===== config.mk =====
export PLATFORM = sky130hd
export DESIGN_NAME = ilha_ctrl
export DESIGN_NICKNAME = d
export VERILOG_FILES = /design/src/rtl/core/ilha_pkg.sv /design/src/rtl/core/ilha_ctrl.sv
export SDC_FILE = /design/constraint.sdc
export NUM_CORES = 1
export LEC_CHECK = 0
export ABC_AREA = 1
export BUFFER_PORTS_ARGS = -buffer_cell sky130_fd_sc_hd__buf_2
export CAP_MARGIN = 25
export CORE_MARGIN = 1
export CORE_UTILIZATION = 40
export CTS_BUF_LIST = sky130_fd_sc_hd__clkbuf_4 sky130_fd_sc_hd__clkbuf_8 sky130_fd_sc_hd__clkbuf_16
export CTS_CLUSTER_SIZE = 10
export DETAILED_ROUTE_END_ITERATION = 10
export PLACE_DENSITY = 0.74
export SLEW_MARGIN = 10
export SYNTH_ARGS = -nofsm -noshare
export SYNTH_HDL_FRONTEND = slang
export SYNTH_SLANG_ARGS = --single-unit

===== constraint.sdc =====
create_clock -name clk_i -period 1.2 [get_ports clk_i]
set_input_delay 0.18 -clock clk_i [delete_from_list [all_inputs] [get_ports clk_i]]
set_output_delay 0.18 -clock clk_i [all_outputs]
set_load 0.02 [all_outputs]

===== src/rtl/core/ilha_pkg.sv =====
`timescale 1ns / 1ps
package ilha_pkg;

  // Heap geometry
  localparam int unsigned HeapBytesDefault = 4096;
  localparam int unsigned HdrBytes = 8;
  localparam int unsigned MinSplit = 12;

  // Result status codes
  localparam logic [2:0] ST_OK        = 3'd0;
  localparam logic [2:0] ST_BAD_SIZE  = 3'd1;
  localparam logic [2:0] ST_NO_FIT    = 3'd2;
  localparam logic [2:0] ST_BAD_ADDR  = 3'd3;
  localparam logic [2:0] ST_NOT_ALLOC = 3'd4;

  // Request kinds
  localparam logic KIND_ALLOC = 1'b0;
  localparam logic KIND_FREE  = 1'b1;

  // Header write selections
  localparam logic [2:0] WR_NONE        = 3'd0;
  localparam logic [2:0] WR_INIT_FIRST  = 3'd1;
  localparam logic [2:0] WR_INIT_END    = 3'd2;
  localparam logic [2:0] WR_ALLOC_WHOLE = 3'd3;
  localparam logic [2:0] WR_SPLIT_REST  = 3'd4;
  localparam logic [2:0] WR_SPLIT_HEAD  = 3'd5;
  localparam logic [2:0] WR_FREE_TGT    = 3'd6;
  localparam logic [2:0] WR_MERGE       = 3'd7;

  typedef struct packed {
    logic        kind;
    logic [12:0] request_bytes;
    logic [12:0] payload_offset;
  } req_t;

  typedef struct packed {
    logic [2:0]  status;
    logic [12:0] result_offset;
  } res_t;

  // Controller to datapath
  typedef struct packed {
    logic       load;
    logic       rd_cur;
    logic       rd_nxt;
    logic       adv;
    logic       latch_nxt;
    logic       merge_prev;
    logic [2:0] wr_sel;
    logic       res_valid;
    logic [2:0] res_status;
    logic       res_off;
  } cmd_t;

  // Datapath to controller
  typedef struct packed {
    logic req_zero;
    logic free_bad;
    logic cur_is_end;
    logic cur_eq_tgt;
    logic cur_gt_tgt;
    logic rd_alloc;
    logic fit;
    logic split;
    logic prev_free;
    logic nxt_is_end;
  } sts_t;

endpackage


===== src/rtl/core/ilha_ctrl.sv =====
`timescale 1ns / 1ps
module ilha_ctrl (
  input  logic            clk_i,
  input  logic            rst_ni,
  input  logic            start_i,
  input  logic            kind_i,
  input  ilha_pkg::sts_t  sts_i,
  output ilha_pkg::cmd_t  cmd_o,
  output logic            busy_o
);

  localparam logic [3:0] S_INIT0 = 4'd0;
  localparam logic [3:0] S_INIT1 = 4'd1;
  localparam logic [3:0] S_IDLE  = 4'd2;
  localparam logic [3:0] S_A_CHK = 4'd3;
  localparam logic [3:0] S_A_EV  = 4'd4;
  localparam logic [3:0] S_A_SPL = 4'd5;
  localparam logic [3:0] S_F_CHK = 4'd6;
  localparam logic [3:0] S_F_ADV = 4'd7;
  localparam logic [3:0] S_T_EV  = 4'd8;
  localparam logic [3:0] S_F_PRV = 4'd9;
  localparam logic [3:0] S_F_NXT = 4'd10;
  localparam logic [3:0] S_N_EV  = 4'd11;

  logic [3:0] state_q, state_d;

  assign busy_o = (state_q != S_IDLE);

  // Sequencer
  always_comb begin
    state_d = state_q;
    cmd_o   = '0;
    cmd_o.wr_sel = ilha_pkg::WR_NONE;
    case (state_q)
      S_INIT0: begin
        cmd_o.wr_sel = ilha_pkg::WR_INIT_FIRST;
        state_d = S_INIT1;
      end
      S_INIT1: begin
        cmd_o.wr_sel = ilha_pkg::WR_INIT_END;
        state_d = S_IDLE;
      end
      S_IDLE: begin
        if (start_i) begin
          cmd_o.load = 1'b1;
          if (kind_i == ilha_pkg::KIND_ALLOC) begin
            if (sts_i.req_zero) begin
              cmd_o.res_valid  = 1'b1;
              cmd_o.res_status = ilha_pkg::ST_BAD_SIZE;
            end else begin
              state_d = S_A_CHK;
            end
          end else if (sts_i.free_bad) begin
            cmd_o.res_valid  = 1'b1;
            cmd_o.res_status = ilha_pkg::ST_BAD_ADDR;
          end else begin
            state_d = S_F_CHK;
          end
        end
      end
      S_A_CHK: begin
        if (sts_i.cur_is_end) begin
          cmd_o.res_valid  = 1'b1;
          cmd_o.res_status = ilha_pkg::ST_NO_FIT;
          state_d = S_IDLE;
        end else begin
          cmd_o.rd_cur = 1'b1;
          state_d = S_A_EV;
        end
      end
      S_A_EV: begin
        if (sts_i.fit && sts_i.split) begin
          cmd_o.wr_sel = ilha_pkg::WR_SPLIT_REST;
          state_d = S_A_SPL;
        end else if (sts_i.fit) begin
          cmd_o.wr_sel     = ilha_pkg::WR_ALLOC_WHOLE;
          cmd_o.res_valid  = 1'b1;
          cmd_o.res_status = ilha_pkg::ST_OK;
          cmd_o.res_off    = 1'b1;
          state_d = S_IDLE;
        end else begin
          cmd_o.adv = 1'b1;
          state_d = S_A_CHK;
        end
      end
      S_A_SPL: begin
        cmd_o.wr_sel     = ilha_pkg::WR_SPLIT_HEAD;
        cmd_o.res_valid  = 1'b1;
        cmd_o.res_status = ilha_pkg::ST_OK;
        cmd_o.res_off    = 1'b1;
        state_d = S_IDLE;
      end
      S_F_CHK: begin
        if (sts_i.cur_eq_tgt && sts_i.cur_is_end) begin
          cmd_o.res_valid  = 1'b1;
          cmd_o.res_status = ilha_pkg::ST_NOT_ALLOC;
          state_d = S_IDLE;
        end else if (sts_i.cur_eq_tgt) begin
          cmd_o.rd_cur = 1'b1;
          state_d = S_T_EV;
        end else if (sts_i.cur_is_end || sts_i.cur_gt_tgt) begin
          cmd_o.res_valid  = 1'b1;
          cmd_o.res_status = ilha_pkg::ST_BAD_ADDR;
          state_d = S_IDLE;
        end else begin
          cmd_o.rd_cur = 1'b1;
          state_d = S_F_ADV;
        end
      end
      S_F_ADV: begin
        cmd_o.adv = 1'b1;
        state_d = S_F_CHK;
      end
      S_T_EV: begin
        if (sts_i.rd_alloc) begin
          cmd_o.latch_nxt = 1'b1;
          cmd_o.wr_sel    = ilha_pkg::WR_FREE_TGT;
          state_d = S_F_PRV;
        end else begin
          cmd_o.res_valid  = 1'b1;
          cmd_o.res_status = ilha_pkg::ST_NOT_ALLOC;
          state_d = S_IDLE;
        end
      end
      S_F_PRV: begin
        if (sts_i.prev_free) begin
          cmd_o.wr_sel = ilha_pkg::WR_MERGE;
        end
        state_d = S_F_NXT;
      end
      S_F_NXT: begin
        if (sts_i.nxt_is_end) begin
          cmd_o.res_valid  = 1'b1;
          cmd_o.res_status = ilha_pkg::ST_OK;
          state_d = S_IDLE;
        end else begin
          cmd_o.rd_nxt = 1'b1;
          state_d = S_N_EV;
        end
      end
      S_N_EV: begin
        // free successor: rewrite base header to skip it
        if (!sts_i.rd_alloc) begin
          cmd_o.wr_sel     = ilha_pkg::WR_FREE_TGT;
          cmd_o.merge_prev = 1'b1;
        end
        cmd_o.res_valid  = 1'b1;
        cmd_o.res_status = ilha_pkg::ST_OK;
        state_d = S_IDLE;
      end
      default: state_d = S_IDLE;
    endcase
  end

  always_ff @(posedge clk_i or negedge rst_ni) begin
    if (!rst_ni) begin
      state_q <= S_INIT0;
    end else begin
      state_q <= state_d;
    end
  end

endmodule


==> results.py, run 1 <==
metrics = {
    "logic_synthesis": {
        "synth.ff_latch_count": 4,
        "yosys-top-cells-area": "nand2_1, dfrtp_1, nand3_1, inv_1, nor2_1",
        "syn_inst": 110,
        "synth_top_cell_area_share": 0.214,
        "synth_edf_count": 0,
        "netlist-cell-type-count": 20,
        "yosysMostFrequentCell": "nand2_1",
        "synthTopCellsByCount": "nand2_1, nand3_1, inv_1",
        "synth_nets": 124,
        "syn_area_um2": 596,
        "yosys.area.top_type": "nand2_1",
        "ys_seq_area_frac": 0.168,
        "ys_async_sr_fraction": 1.00,
        "yosysWarnings": 0,
        "avgSynthCellArea_um2": 5.41,
        "ys.flop_type": "dfrtp_1",
    },
    "run_status": {
        "error_line": "[ERROR DPL-0038] Utilization greater than 100%, impossible to legalize",
        "status": "aborted with a tool error",
        "stop_stage": "5_1_grt",
    },
    "floorplan": {
        "die_y_um": 40.6,
        "rows": 13,
        "start_util": 0.441,
        "io_pins": 29,
        "die_w_um": 40.6,
    },
    "clock_network": {
        "cts_sinks": 4,
        "cts_buffers": 3,
        "clockBufferDepth": 2,
        "cts_max_level": 1,
        "clock-root-buffer": "clkbuf_4",
    },
    "sta": {
        "worst-ep-kind": "primary output",
        "postGrtWorstEndpoint": "cmd_o[4]",
    },
    "placed_design": {
        "dp_slack_ps": -231,
        "port_buffers": 28,
        "hpwl_mm": 1.54,
        "place.gp.congestion": 0.847,
    },
    "grt": {
        "grt_start_max_net_pins": 7,
    },
}
==> stage by stage <==
| stage | cells | instance area [um^2] |
|---|---|---|
| after floorplan | 110 | 654 |
| after global placement | 170 | 941 |
| after detailed placement | 170 | 941 |
| after CTS | 181 | 1220 |
==> timing repair <==
item                       CTS
resized for setup           66
hold endpoints to repair     4
setup buffers                7
pin swaps                   14
setup endpoints to repair   19
hold buffers                 1
==> cell families after synthesis <==
| logic type | share of synthesized area |
|---|---|
| flip-flops | 0.168 |
| buffers and inverters | 0.120 |
| AO/OA/AOI/OAI | 0.0924 |
| AND/OR/NAND/NOR | 0.620 |
==> run 2: changes to the inputs <==
--- a/config.mk
+++ b/config.mk
@@ -8,12 +8,10 @@
 export ABC_AREA = 1
 export BUFFER_PORTS_ARGS = -buffer_cell sky130_fd_sc_hd__buf_2
 export CAP_MARGIN = 25
-export CORE_MARGIN = 1
-export CORE_UTILIZATION = 40
-export CTS_BUF_LIST = sky130_fd_sc_hd__clkbuf_4 sky130_fd_sc_hd__clkbuf_8 sky130_fd_sc_hd__clkbuf_16
-export CTS_CLUSTER_SIZE = 10
+export CORE_AREA = 2 2 63 65
 export DETAILED_ROUTE_END_ITERATION = 10
-export PLACE_DENSITY = 0.74
+export DIE_AREA = 0 0 65 67
+export PLACE_DENSITY_LB_ADDON = 0.15
 export SLEW_MARGIN = 10
 export SYNTH_ARGS = -nofsm -noshare
 export SYNTH_HDL_FRONTEND = slang
==> constraint.sdc (replaced) <==
create_clock -name clk_i -period 1.55 [get_ports clk_i]
set_input_delay 0.2325 -clock clk_i [delete_from_list [all_inputs] [get_ports clk_i]]
set_output_delay 0.2325 -clock clk_i [all_outputs]
set_load 0.02 [all_outputs]
==> run 2 against run 1 <==
Against the previous run:
- the flow now finishes, with violations (negative setup slack)
- area after synthesis did not move
- synthesized cell count did not move
==> results.py, run 2 <==
metrics = {
    "power_and_ir_drop": {
        "clkPwrFrac": 0.138,
        "p_leak_nw": 0.581,
        "ir_drop_mv": 0.387,
        "pwr-share-seq": 0.150,
        "switching_share": 0.514,
        "power_mw": 1.53,
        "power.switching_uw": 787,
        "p_per_area_nw_per_um2": 1490,
        "intPower_uw": 743,
        "pwr-share-comb": 0.712,
    },
    "floorplan": {
        "dieArea_um2": 4360,
        "die_y_um": 67,
        "rows": 22,
        "coreArea_um2": 3610,
        "die_w_um": 65,
        "start_util": 0.165,
        "io_pins": 29,
    },
    "sta": {
        "tns_ps": -720,
        "setup_slack_ps": -121,
        "rsz0062_at_grt": "yes",
        "period_share": 1.08,
        "max_slew_margin": 0.813,
        "drv_slew": 0,
        "period_needed_ps": 1670,
        "finalHoldViolCount": 0,
        "setup_viol": 8,
        "holdWs_ps": 305,
        "fmax_ghz": 0.598,
        "tightest_slew_ps": 279,
        "skew_ps": 2.97,
    },
    "route": {
        "first_pass_iters": 2,
        "avgViaCountPerCell": 4.02,
        "route.detailed.drc": 0,
        "drt_iter0_markers": 27,
        "routed_wirelength_mm": 2.09,
        "wl_per_cell_um": 10.6,
        "postRouteAntennaNets": 0,
        "vias": 792,
    },
    "grt": {
        "grt.overflow.total": 0,
        "grt_start_max_net_pins": 7,
        "grt_pass1_vias": 793,
        "grt_usage": 0.102,
        "grt_pass1_wl_mm": 3.42,
        "antenna_found_initial": 0,
    },
    "finish": {
        "top_regs": "state_q x4",
        "final_cell_mix": "nand2_1, buf_2, buf_4",
        "finalNonFillerCells": 197,
        "largest_reg_flops": 4,
        "diodes": 0,
        "regMostFlops": "state_q",
        "nNetsFinal": 165,
        "final_common_cell": "nand2_1",
        "drive_gt1_frac": 0.490,
        "syn2layout_area_growth_pct": 72.7,
        "fillCellCount": 419,
    },
    "critical_path": {
        "cp.arrival_ps": 1440,
        "startpoint_type": "flip-flop",
        "path_max_fanout": 6,
        "end_kind": "output port",
        "reg2reg_to": "state_q[2]$_DFFE_PN0P_",
        "reg2reg_depth": 5,
        "timing.rr.start": "state_q[2]$_DFFE_PN0P_",
        "worst_ep_required_time_ps": 1320,
        "crit_type": "flip-flop to output port",
        "r2r_setup_slack_ps": 310,
    },
    "placed_design": {
        "hpwl_mm": 1.75,
        "place.gp.congestion": 0.795,
        "dp_cells": 189,
        "port_buffers": 28,
    },
    "logic_synthesis": {
        "yosysMostFrequentCell": "nand2_1",
        "syn_inst": 110,
        "ys_seq_area_frac": 0.168,
        "synth.ff_latch_count": 4,
        "synthTopCellsByCount": "nand2_1, nand3_1, inv_1",
        "netlist-cell-type-count": 20,
        "yosys.area.top_type": "nand2_1",
        "synth_top_cell_area_share": 0.214,
        "ys.flop_type": "dfrtp_1",
        "synth_nets": 124,
        "yosysWarnings": 0,
        "yosys-top-cells-area": "nand2_1, dfrtp_1, nand3_1, inv_1, nor2_1",
        "synth_edf_count": 0,
        "syn_area_um2": 596,
        "ys_async_sr_fraction": 1.00,
        "avgSynthCellArea_um2": 5.41,
    },
    "clock_network": {
        "cts_tree": "built",
        "cts_buffers": 3,
        "clock-root-buffer": "clkbuf_8",
        "cts_sinks": 4,
        "clockBufferDepth": 2,
        "cts_max_level": 1,
        "path_clk_slew_ps": 30,
        "worst_skew_pair.late_latency_ps": 210,
    },
    "run_status": {
        "violations": "negative setup slack",
        "status": "finished, violations left",
    },
    "hold_path": {
        "holdCritStartpoint": "sts_i[6]",
        "whs_endpoint": "state_q[3]$_DFFE_PN0P_",
        "hold_depth": 3,
        "hold_class": "input pin to flip-flop",
    },
    "run": {
        "maxCapViolations": 0,
    },
}
[run 2: cell counts after synthesis]
Identical to the previous run, type by type.
[run 2: final cells by class]
| type | count | area, um^2 | area share |
|---|---|---|---|
| multi-input cells | 87 | 519 | 0.505 |
| repair buffers | 36 | 229 | 0.223 |
| flip-flops and latches | 4 | 105 | 0.102 |
| inverters | 19 | 73.8 | 0.0718 |
| well taps | 48 | 60.1 | 0.0584 |
| clock buffers | 3 | 41.3 | 0.0401 |
[run 2: power by group through the flow]
stage	Sequential, mW	Clock [mW]	Combinational, mW
after floorplan	0.185	0	0.606
after global placement	0.191	0	0.920
after detailed placement	0.192	0	0.907
after CTS	0.210	0.219	1.01
after global routing	0.237	0.224	1.21
final	0.230	0.211	1.09
[run 2: through the flow]
| step | setup WS (ps) | area (um^2) | utilization |
|---|---|---|---|
| after floorplan | 59.0 | 596 | - |
| after global placement | 1.78 | 818 | 0.227 |
| after detailed placement | 21.5 | 818 | 0.227 |
| after CTS | -110 | 936 | 0.260 |
| after global routing | -197 | 1030 | 0.285 |
| final | -121 | 1030 | 0.285 |
[run 2: what timing repair did]
| item | CTS | global route |
|---|---|---|
| endpoints found under the setup margin | 13 | 13 |
| hold endpoints to repair | 4 | 0 |
| resized for setup | 21 | 19 |
| pin swaps | 3 | 4 |
| hold buffers | 1 | 0 |
| buffers inserted | 1 | 3 |
[run 2: logic make-up after synthesis]
logic type      count (synthesis)  share of synthesized area
compound gates                  8                     0.0924
buf+inv                        19                      0.120
flops                           4                      0.168
simple gates                   79                      0.620
[run 2: per-layer routing]
metal  up-vias  global-route usage  share of wire  wire (um)
met5         -                   0              0          0
met4         0              0.0399         0.0091         19
met3         2              0.0186          0.046         97
met2        19               0.165           0.47        973
met1       341               0.132           0.48       1000
li1        430                   -              -          -
[run 2: worst max-delay path, stage by stage, from the launching register on]
cell and delay (ps):
dfrtp_2 440, inv_2 90, nand2_4 70, nor2_4 200, inv_2 60, o211ai_1 190, buf_4 170
[run 2: worst max-delay path by stage]
stage | start | endpoint | cells past startpoint
finish | state_q[0]$_DFFE_PN0P_ | cmd_o[12] | 6
global route | state_q[0]$_DFFE_PN0P_ | cmd_o[3] | 6
CTS | state_q[3]$_DFFE_PN0P_ | cmd_o[3] | 6
detailed placement | state_q[2]$_DFFE_PN0P_ | cmd_o[7] | 8
global placement | state_q[2]$_DFFE_PN0P_ | cmd_o[7] | 8
floorplan | state_q[2]$_DFFE_PN0P_ | cmd_o[2] | 5
No activity file was read; power rests on OpenSTA's default activity.
